$ cat src/aprd_pkg.sv
// Shared types and constants of the AIS position report decoder.
package aprd_pkg;

   // character codes the front watches for
   localparam logic [7:0] CHAR_BANG  = 8'h21;   // '!'
   localparam logic [7:0] CHAR_A     = 8'h41;   // 'A'
   localparam logic [7:0] CHAR_I     = 8'h49;   // 'I'
   localparam logic [7:0] CHAR_COMMA = 8'h2C;   // ','

   // armored symbol ranges
   localparam logic [7:0] ARMOR_LO_FIRST = 8'd48;
   localparam logic [7:0] ARMOR_LO_LAST  = 8'd87;
   localparam logic [7:0] ARMOR_HI_FIRST = 8'd96;
   localparam logic [7:0] ARMOR_HI_LAST  = 8'd119;
   localparam logic [7:0] ARMOR_HI_BIAS  = 8'd56;

   localparam int SYM_W = 6;

   // field (counted from zero) that holds the payload
   localparam logic [2:0] PAYLOAD_FIELD = 3'd5;
   localparam logic [2:0] COMMA_MAX     = 3'd7;

   // only the first NEEDED_BITS payload bits reach a report
   localparam int NEEDED_BITS = 137;
   localparam int BIT_CNT_W   = $clog2(NEEDED_BITS + 1);
   localparam logic [BIT_CNT_W-1:0] BIT_CNT_MAX = BIT_CNT_W'(NEEDED_BITS);

   // range limits
   localparam logic [9:0]  SOG_MAX = 10'd1022;
   localparam logic [11:0] COG_MAX = 12'd3600;
   localparam logic [8:0]  HDG_MAX = 9'd360;
   localparam logic [8:0]  HDG_NA  = 9'd511;
   localparam logic signed [27:0] LON_LIMIT = 28'sd108000000;
   localparam logic signed [26:0] LAT_LIMIT = 27'sd54000000;

   // default queue depths
   localparam int CMD_QUEUE_DEPTH = 4;
   localparam int RSP_QUEUE_DEPTH = 2;

   // classified character, front to back
   typedef struct packed {
      logic             sym_valid;
      logic [SYM_W-1:0] sym;
      logic             last;
      logic             tag;
   } cmd_type;

   // one position report
   typedef struct packed {
      logic [29:0] user_id;
      logic [9:0]  sog_tenths;
      logic [27:0] lon_raw;
      logic [26:0] lat_raw;
      logic [11:0] cog_tenths;
      logic [8:0]  heading_deg;
      logic        out_of_range;
      logic        short_payload;
   } rsp_type;

   // back handshake status seen by the top level
   typedef struct packed {
      logic cmd_pop;
      logic out_push;
      logic snap_valid;
   } back_status_type;

endpackage

$ cat src/aprd_queue.sv
// Small first-in first-out queue used between the front, the back and the result port.
module aprd_queue
   import aprd_pkg::*;
#(
   parameter int WIDTH = 8,
   parameter int DEPTH = 4
) (
   input  logic             clock,
   input  logic             reset,
   input  logic             push,
   input  logic [WIDTH-1:0] push_data,
   output logic             full,
   input  logic             pop,
   output logic [WIDTH-1:0] pop_data,
   output logic             empty
);

   localparam int PTR_W = $clog2(DEPTH);
   localparam int CNT_W = $clog2(DEPTH + 1);
   localparam logic [PTR_W-1:0] PTR_LAST  = PTR_W'(DEPTH - 1);
   localparam logic [CNT_W-1:0] CNT_DEPTH = CNT_W'(DEPTH);

   logic [WIDTH-1:0] entry_ff [DEPTH];
   logic [PTR_W-1:0] wr_ptr_ff, wr_ptr_in;
   logic [PTR_W-1:0] rd_ptr_ff, rd_ptr_in;
   logic [CNT_W-1:0] count_ff, count_in;
   logic             do_push, do_pop;

   assign full     = (count_ff == CNT_DEPTH);
   assign empty    = (count_ff == '0);
   assign do_push  = push && !full;
   assign do_pop   = pop && !empty;
   assign pop_data = entry_ff[rd_ptr_ff];

   always_comb begin
      wr_ptr_in = wr_ptr_ff;
      rd_ptr_in = rd_ptr_ff;
      count_in  = count_ff;
      if (do_push) begin
         wr_ptr_in = (wr_ptr_ff == PTR_LAST) ? '0 : wr_ptr_ff + 1'b1;
      end
      if (do_pop) begin
         rd_ptr_in = (rd_ptr_ff == PTR_LAST) ? '0 : rd_ptr_ff + 1'b1;
      end
      if (do_push && !do_pop) begin
         count_in = count_ff + 1'b1;
      end else if (do_pop && !do_push) begin
         count_in = count_ff - 1'b1;
      end
   end

   always_ff @(posedge clock) begin
      if (reset) begin
         wr_ptr_ff <= '0;
         rd_ptr_ff <= '0;
         count_ff  <= '0;
      end else begin
         wr_ptr_ff <= wr_ptr_in;
         rd_ptr_ff <= rd_ptr_in;
         count_ff  <= count_in;
      end
   end

   always_ff @(posedge clock) begin
      if (do_push) begin
         entry_ff[wr_ptr_ff] <= push_data;
      end
   end

endmodule

$ cat src/aprd_front.sv
// Front end: tag detection, field counting and de-armoring of each character.
module aprd_front
   import aprd_pkg::*;
(
   input  logic       clock,
   input  logic       reset,
   input  logic       accept,
   input  logic [7:0] char_code,
   input  logic       end_of_sentence,
   output cmd_type    cmd
);

   logic [15:0] window_ff, window_in;
   logic        tag_ff, tag_in;
   logic [2:0]  comma_ff, comma_in;

   logic             is_comma;
   logic             tag_now;
   logic             sym_ok;
   logic [SYM_W-1:0] sym;

   always_comb begin
      is_comma = (char_code == CHAR_COMMA);
      tag_now  = tag_ff || (char_code == CHAR_I && window_ff[7:0] == CHAR_A &&
                            window_ff[15:8] == CHAR_BANG);

      sym_ok = 1'b0;
      sym    = '0;
      if (char_code >= ARMOR_LO_FIRST && char_code <= ARMOR_LO_LAST) begin
         sym_ok = 1'b1;
         sym    = SYM_W'(char_code - ARMOR_LO_FIRST);
      end else if (char_code >= ARMOR_HI_FIRST && char_code <= ARMOR_HI_LAST) begin
         sym_ok = 1'b1;
         sym    = SYM_W'(char_code - ARMOR_HI_BIAS);
      end

      cmd.sym_valid = sym_ok && !is_comma && (comma_ff == PAYLOAD_FIELD);
      cmd.sym       = sym;
      cmd.last      = end_of_sentence;
      cmd.tag       = tag_now;

      window_in = window_ff;
      tag_in    = tag_ff;
      comma_in  = comma_ff;
      if (accept) begin
         if (end_of_sentence) begin
            // start the next sentence clean
            window_in = '0;
            tag_in    = 1'b0;
            comma_in  = '0;
         end else begin
            window_in = {window_ff[7:0], char_code};
            tag_in    = tag_now;
            if (is_comma && comma_ff != COMMA_MAX) begin
               comma_in = comma_ff + 1'b1;
            end
         end
      end
   end

   always_ff @(posedge clock) begin
      if (reset) begin
         window_ff <= '0;
         tag_ff    <= 1'b0;
         comma_ff  <= '0;
      end else begin
         window_ff <= window_in;
         tag_ff    <= tag_in;
         comma_ff  <= comma_in;
      end
   end

endmodule

$ cat src/aprd_back.sv
// Back end: payload bit store, end-of-sentence snapshot and report extraction.
module aprd_back
   import aprd_pkg::*;
(
   input  logic            clock,
   input  logic            reset,
   input  logic            cmd_empty,
   input  cmd_type         cmd,
   output logic            cmd_pop,
   input  logic            out_full,
   output logic            out_push,
   output rsp_type         out_data,
   output back_status_type status
);

   localparam logic [BIT_CNT_W:0] SYM_BITS = (BIT_CNT_W + 1)'(SYM_W);

   logic [0:NEEDED_BITS-1] store_ff, store_in, store_upd;
   logic [BIT_CNT_W-1:0]   count_ff, count_in, count_upd;
   logic [0:NEEDED_BITS-1] snap_ff, snap_in;
   logic                   snap_short_ff, snap_short_in;
   logic                   snap_valid_ff, snap_valid_in;

   logic               report;
   logic [BIT_CNT_W:0] count_sum;
   logic [BIT_CNT_W:0] offset;

   logic signed [27:0] lon;
   logic signed [26:0] lat;

   always_comb begin
      out_push = snap_valid_ff && !out_full;
      report   = cmd.last && cmd.tag;
      // a report needs the snapshot slot, free now or freed this cycle
      cmd_pop  = !cmd_empty && (!report || !snap_valid_ff || out_push);

      count_sum = {1'b0, count_ff} + SYM_BITS;
      count_upd = count_ff;
      if (cmd.sym_valid) begin
         count_upd = (count_sum > {1'b0, BIT_CNT_MAX}) ? BIT_CNT_MAX
                                                       : count_sum[BIT_CNT_W-1:0];
      end

      // place the six symbol bits MSB first at the fill position
      store_upd = store_ff;
      offset    = '0;
      for (int i = 0; i < NEEDED_BITS; i++) begin
         offset = (BIT_CNT_W + 1)'(i) - {1'b0, count_ff};
         if (cmd.sym_valid && (BIT_CNT_W + 1)'(i) >= {1'b0, count_ff} &&
             (BIT_CNT_W + 1)'(i) < count_sum) begin
            store_upd[i] = cmd.sym[3'd5 - offset[2:0]];
         end
      end

      store_in      = store_ff;
      count_in      = count_ff;
      snap_in       = snap_ff;
      snap_short_in = snap_short_ff;
      snap_valid_in = snap_valid_ff && !out_push;
      if (cmd_pop) begin
         if (cmd.last) begin
            store_in = '0;
            count_in = '0;
            if (report) begin
               snap_in       = store_upd;
               snap_short_in = (count_upd < BIT_CNT_MAX);
               snap_valid_in = 1'b1;
            end
         end else begin
            store_in = store_upd;
            count_in = count_upd;
         end
      end
   end

   always_comb begin
      lon = $signed(snap_ff[61:88]);
      lat = $signed(snap_ff[89:115]);

      out_data.user_id       = snap_ff[8:37];
      out_data.sog_tenths    = snap_ff[50:59];
      out_data.lon_raw       = snap_ff[61:88];
      out_data.lat_raw       = snap_ff[89:115];
      out_data.cog_tenths    = snap_ff[116:127];
      out_data.heading_deg   = snap_ff[128:136];
      out_data.short_payload = snap_short_ff;
      out_data.out_of_range  =
         (out_data.sog_tenths > SOG_MAX) ||
         (out_data.cog_tenths > COG_MAX) ||
         (lon > LON_LIMIT) || (lon < -LON_LIMIT) ||
         (lat > LAT_LIMIT) || (lat < -LAT_LIMIT) ||
         (out_data.heading_deg > HDG_MAX && out_data.heading_deg != HDG_NA);

      status.cmd_pop    = cmd_pop;
      status.out_push   = out_push;
      status.snap_valid = snap_valid_ff;
   end

   always_ff @(posedge clock) begin
      if (reset) begin
         store_ff      <= '0;
         count_ff      <= '0;
         snap_valid_ff <= 1'b0;
      end else begin
         store_ff      <= store_in;
         count_ff      <= count_in;
         snap_valid_ff <= snap_valid_in;
      end
   end

   always_ff @(posedge clock) begin
      snap_ff       <= snap_in;
      snap_short_ff <= snap_short_in;
   end

endmodule

$ cat src/ais_position_report_decoder_top.sv
// Top level of the AIS position report decoder: front, command queue, back, result queue.
//
//   channel   ports                            handshake
//   request   req_char_code, req_end_of_sentence   req_push / req_full
//   response  rsp_user_id .. rsp_short_payload     rsp_pop / rsp_empty
//
// One character is accepted every cycle while req_full is low.
// A report reaches the result ports through the snapshot register and then the result
// queue; an occupied snapshot register or a full result queue can hold it back.
// Reset empties both queues and clears the sentence state and bit store.
// req_full rises only when the command queue fills: the result queue is full, the
// snapshot register holds a report and the next report waits at the command queue head.
module ais_position_report_decoder_top
   import aprd_pkg::*;
#(
   parameter int CMD_DEPTH = CMD_QUEUE_DEPTH,
   parameter int RSP_DEPTH = RSP_QUEUE_DEPTH
) (
   input  logic        clock,
   input  logic        reset,
   input  logic        req_push,
   output logic        req_full,
   input  logic [7:0]  req_char_code,
   input  logic        req_end_of_sentence,
   output logic        rsp_empty,
   input  logic        rsp_pop,
   output logic [29:0] rsp_user_id,
   output logic [9:0]  rsp_sog_tenths,
   output logic [27:0] rsp_lon_raw,
   output logic [26:0] rsp_lat_raw,
   output logic [11:0] rsp_cog_tenths,
   output logic [8:0]  rsp_heading_deg,
   output logic        rsp_out_of_range,
   output logic        rsp_short_payload
);

   cmd_type         front_cmd;
   cmd_type         back_cmd;
   logic            cmd_empty;
   logic            cmd_pop;
   logic            out_full;
   logic            out_push;
   rsp_type         back_rsp;
   rsp_type         rsp_head;
   back_status_type back_status;
   logic            req_accept;

   assign req_accept = req_push && !req_full;

   aprd_front u_front (
      .clock           (clock),
      .reset           (reset),
      .accept          (req_accept),
      .char_code       (req_char_code),
      .end_of_sentence (req_end_of_sentence),
      .cmd             (front_cmd)
   );

   aprd_queue #(
      .WIDTH ($bits(cmd_type)),
      .DEPTH (CMD_DEPTH)
   ) u_cmd_queue (
      .clock     (clock),
      .reset     (reset),
      .push      (req_push),
      .push_data (front_cmd),
      .full      (req_full),
      .pop       (cmd_pop),
      .pop_data  (back_cmd),
      .empty     (cmd_empty)
   );

   aprd_back u_back (
      .clock     (clock),
      .reset     (reset),
      .cmd_empty (cmd_empty),
      .cmd       (back_cmd),
      .cmd_pop   (cmd_pop),
      .out_full  (out_full),
      .out_push  (out_push),
      .out_data  (back_rsp),
      .status    (back_status)
   );

   aprd_queue #(
      .WIDTH ($bits(rsp_type)),
      .DEPTH (RSP_DEPTH)
   ) u_rsp_queue (
      .clock     (clock),
      .reset     (reset),
      .push      (out_push),
      .push_data (back_rsp),
      .full      (out_full),
      .pop       (rsp_pop),
      .pop_data  (rsp_head),
      .empty     (rsp_empty)
   );

   assign rsp_user_id       = rsp_head.user_id;
   assign rsp_sog_tenths    = rsp_head.sog_tenths;
   assign rsp_lon_raw       = rsp_head.lon_raw;
   assign rsp_lat_raw       = rsp_head.lat_raw;
   assign rsp_cog_tenths    = rsp_head.cog_tenths;
   assign rsp_heading_deg   = rsp_head.heading_deg;
   assign rsp_out_of_range  = rsp_head.out_of_range;
   assign rsp_short_payload = rsp_head.short_payload;

`ifndef SYNTHESIS
   a_push_needs_room: assert property (@(posedge clock) disable iff (reset)
      back_status.out_push |-> !out_full && back_status.snap_valid)
      else $error("report pushed into a full result queue");

   a_pop_needs_cmd: assert property (@(posedge clock) disable iff (reset)
      back_status.cmd_pop |-> !cmd_empty)
      else $error("back took a command from an empty queue");

   a_report_lands: assert property (@(posedge clock) disable iff (reset)
      back_status.out_push |=> !rsp_empty)
      else $error("pushed report missing from the result queue");

   a_reset_empty: assert property (@(posedge clock)
      $past(reset) |-> rsp_empty && cmd_empty && !back_status.snap_valid)
      else $error("queues not empty after reset");
`endif

endmodule
$ cat config.mk
export PLATFORM = sky130hd
export DESIGN_NAME = ais_position_report_decoder_top
export DESIGN_NICKNAME = d
export VERILOG_FILES = /design/src/aprd_pkg.sv /design/src/aprd_queue.sv /design/src/aprd_front.sv /design/src/aprd_back.sv /design/src/ais_position_report_decoder_top.sv
export SDC_FILE = /design/constraint.sdc
export NUM_CORES = 1
export LEC_CHECK = 0
export ABC_AREA = 1
export BUFFER_PORTS_ARGS = -buffer_cell sky130_fd_sc_hd__clkbuf_2
export CAP_MARGIN = 20
export CORE_UTILIZATION = 40
export DETAILED_ROUTE_END_ITERATION = 6
export PLACE_DENSITY_LB_ADDON = 0.12
export SKIP_LAST_GASP = 1
export SLEW_MARGIN = 20
export SYNTH_ARGS = -nofsm -noshare
export SYNTH_HDL_FRONTEND = slang
export SYNTH_SLANG_ARGS = --single-unit
$ cat constraint.sdc
create_clock -name clock -period 15.86 [get_ports clock]
set_input_delay 1.586 -clock clock [delete_from_list [all_inputs] [get_ports clock]]
set_output_delay 1.586 -clock clock [all_outputs]
set_load 0.02 [all_outputs]
==> impl_metrics.py <==
metrics = {
    "yosys": {
        "synth_cell_types": 50,
        "syn_nets": 2867,
        "ys_async_sr_fraction_pct": 0,
        "synth_cells": 2828,
        "yosys.area.top_type_share_pct": 44.5,
        "yosysMostFrequentCell": "nand2_1",
        "synth_top_cells_by_count": "nand2_1, edfxtp_1, nand3_1, inv_1, a21oi_1",
        "synthTopCellsByArea": "edfxtp_1, dfxtp_1, nand2_1, nand3_1, mux2_2",
        "synthFlopType": "edfxtp_1",
        "syn_area_mm2": 0.0263,
        "yosysWarnings": 0,
        "synth-seq-cells": 548,
        "postSynthAreaPerCell_um2": 9.29,
        "synth_enable_flop_cells": 389,
        "ys_seq_area_share_pct": 56.6,
        "synth_area_leader_cell": "edfxtp_1",
    },
    "worst_setup_path": {
        "critical_path.max_fanout": 67,
        "r2r_cells": 13,
        "cpMaxStageDelayCell": "dfxtp_4",
        "startpoint_type": "register",
        "critPathRequiredTime_ns": 14.27,
        "critPathKind": "register to primary output",
        "endpoint_kind": "primary output",
        "crit_path_max_incr_delay_ns": 0.92,
        "arrival_ns": 3.00,
        "path_cells": "buf_4 > mux2_2 > clkbuf_2",
    },
    "global_routing": {
        "grt_pass1_vias": 19900,
        "grt_pass1_wl_mm": 128,
        "met2_usage_pct": 42.0,
        "antenna_found_initial": 4,
        "top_usage_layer": "met2",
        "grt_max_degree": 85,
        "grt_use_met1_pct": 34.9,
        "grt-ovfl-total": 0,
        "grt.met3_usage_pct": 4.47,
        "grt_use_total_pct": 26.0,
    },
    "power_and_ir_drop": {
        "power.internal_mw": 3.22,
        "vdd_drop_max_mv": 0.122,
        "switching_share_pct": 42.4,
        "switchingPower_mw": 2.37,
        "power_frac_clock_pct": 25.0,
        "combinationalPowerShare_pct": 38.9,
        "p_leak_nw": 11.4,
        "powerDensity_mw_per_mm2": 188,
        "seq_power_share_pct": 36.1,
    },
    "layout": {
        "drive_gt1_share_pct": 14.2,
        "finalNonFillerCells": 3842,
        "final_util_pct": 45.9,
        "nFillCells": 6278,
        "antennaDiodeCount": 0,
        "nets": 2978,
        "fin_area_mm2": 0.0297,
        "area_growth_pct": 13.1,
    },
    "run": {
        "cap_viol_max_count": 0,
    },
    "cts": {
        "cts_root_buf": "clkbuf_16",
        "cts_tree": "yes",
        "cts_setup_buffers": 0,
        "clk_path_buf_depth": 3,
        "cts.sinks": 548,
        "htreeDepth": 2,
        "cts_buffers": 58,
        "clk_latency_ns": 0.63,
        "post_cts_resized": 0,
        "clk_pin_slew_ns": 0.06,
        "ctsHoldBuffers": 0,
    },
    "floorplan": {
        "ios": 133,
        "die_h_um": 258,
        "core-area_mm2": 0.0647,
        "initial_core_util_pct": 40.6,
        "die_x_um": 258,
        "die_area_mm2": 0.0667,
        "placementRows": 93,
    },
    "place": {
        "post_dp_cell_area_mm2": 0.0277,
        "dpl.cell_count": 3734,
        "dp_hpwl_mm": 61.3,
        "io_buffer_count": 132,
        "place.gp.congestion": 1.05,
    },
    "drt": {
        "wire_per_inst_um": 22.7,
        "ant_nets": 0,
        "drc": 0,
        "first_iter_violations": 1656,
        "first_pass_iters": 5,
        "wl_mm": 87.3,
        "vias": 20500,
        "vias_per_cell": 5.32,
    },
    "sta": {
        "fin_tns_setup_ns": 0,
        "post-route-min-period_ns": 4.59,
        "fmax_mhz": 218,
        "setup_viol": 0,
        "max_slew.worst_pin.slew_ns": 1.16,
        "rsz0062_at_grt": "false",
        "holdWs_ns": 0.443,
        "relSlewSlack_pct": 22.2,
        "post-route-period-util_pct": 28.9,
        "skew_ns": 0.0295,
        "hold_violations": 0,
        "drv_slew": 0,
    },
    "status": {
        "status": "finished clean",
    },
    "min_path": {
        "hold-path-cell-count": 0,
        "hp-class": "register to register",
    },
}
[sequential cells by signal (all words and copies together) (netlist names), named ones only]
| name | flops |
|---|---|
| u_front.comma_ff | 3 |
| u_back.snap_ff | 116 |
| u_rsp_queue.count_ff | 2 |
| u_cmd_queue.rd_ptr_ff | 2 |
| u_back.count_ff | 8 |
| u_front.tag_ff | 1 |
| u_back.snap_valid_ff | 1 |
| u_rsp_queue.wr_ptr_ff | 1 |
| u_cmd_queue.wr_ptr_ff | 2 |
| u_rsp_queue.entry_ff | 236 |
| u_cmd_queue.entry_ff | 36 |
| u_front.window_ff | 16 |
| u_back.snap_short_ff | 1 |
| u_rsp_queue.rd_ptr_ff | 1 |
| u_cmd_queue.count_ff | 3 |
| u_back.store_ff | 116 |
[kinds of logic (layout without fill, tap and decap cells)]
kind of cell             after synthesis  after routing  synth area share, %
AO/OA/AOI/OAI                        390            390                 8.02
XOR/XNOR                               4              4                0.133
adder cells (fa/ha/maj)               26             26                 1.27
buffers and inverters                392            551                 6.06
flip-flops                           548            548                 56.6
multiplexers                         118            118                 5.06
AND/OR/NAND/NOR                     1350           1350                 22.9
[power groups by stage]
stage / clock network, mW / registers, mW / logic (mW)
2_1_floorplan: 0 / 1.99 / 1.33
3_3_place_gp: 0 / 2.04 / 2.15
3_5_place_dp: 0 / 2.05 / 2.16
4_1_cts: 1.44 / 2.02 / 2.17
5_1_grt: 1.49 / 2.05 / 2.32
6_report: 1.40 / 2.02 / 2.18
[per-layer routing]
metal / vias up / part of all wire (%)
li1: 9788 / -
met1: 9900 / 44
met2: 594 / 46
met3: 162 / 6.0
met4: 6 / 3.8
met5: - / 0.045
[area by class of cell]
cell class	instances	area (um^2)	share of cell area (%)
sequential	548	14900	50.1
clock buffer	80	1630	5.47
tap	855	1070	3.60
multi-input combinational	1888	9850	33.2
inverter	284	1070	3.60
clock inverter	28	348	1.17
timing repair buffer	159	870	2.93
[per-stage QoR]
| step | total power [mW] | worst slack, ns |
|---|---|---|
| after detailed placement | 4.21 | 11.41 |
| after global routing | 5.86 | 11.00 |
| after floorplan | 3.32 | 9.62 |
| final | 5.60 | 11.27 |
| after global placement | 4.19 | 11.44 |
| after CTS | 5.63 | 11.17 |
[critical path, delay by kind of cell (launching register included)]
family / cells / cell delay [ns]
buffers and inverters: 2 / 0.95
flip-flops: 1 / 0.92
multiplexers: 1 / 0.42
[final timing paths]
path	slack (ns)	start	endpoint
max	11.27	register	rsp_cog_tenths[9]
min	0.44	u_back.snap_ff[9]	u_rsp_queue.entry_ff[0][116]
max reg2reg	11.43	register	u_back.store_ff[120]
min reg2reg	0.44	u_back.snap_ff[9]	u_rsp_queue.entry_ff[0][116]
[cells in the final DEF (no fill, tap or decap), types with 13 or more instances in the layout]
master / count
nand2_1: 674
nand4_1: 27
clkbuf_2: 131
and2_1: 114
a21oi_1: 226
inv_2: 16
nand3_1: 275
buf_4: 27
inv_1: 265
o21ai_0: 84
nand3b_1: 14
nand2_2: 14
o21ai_1: 21
o211ai_1: 13
nor2_1: 180
mux2_2: 118
ha_1: 25
clkbuf_16: 59
clkbuf_1: 14
dfxtp_1: 158
edfxtp_1: 389
No activity file was read; power rests on OpenSTA's default activity.
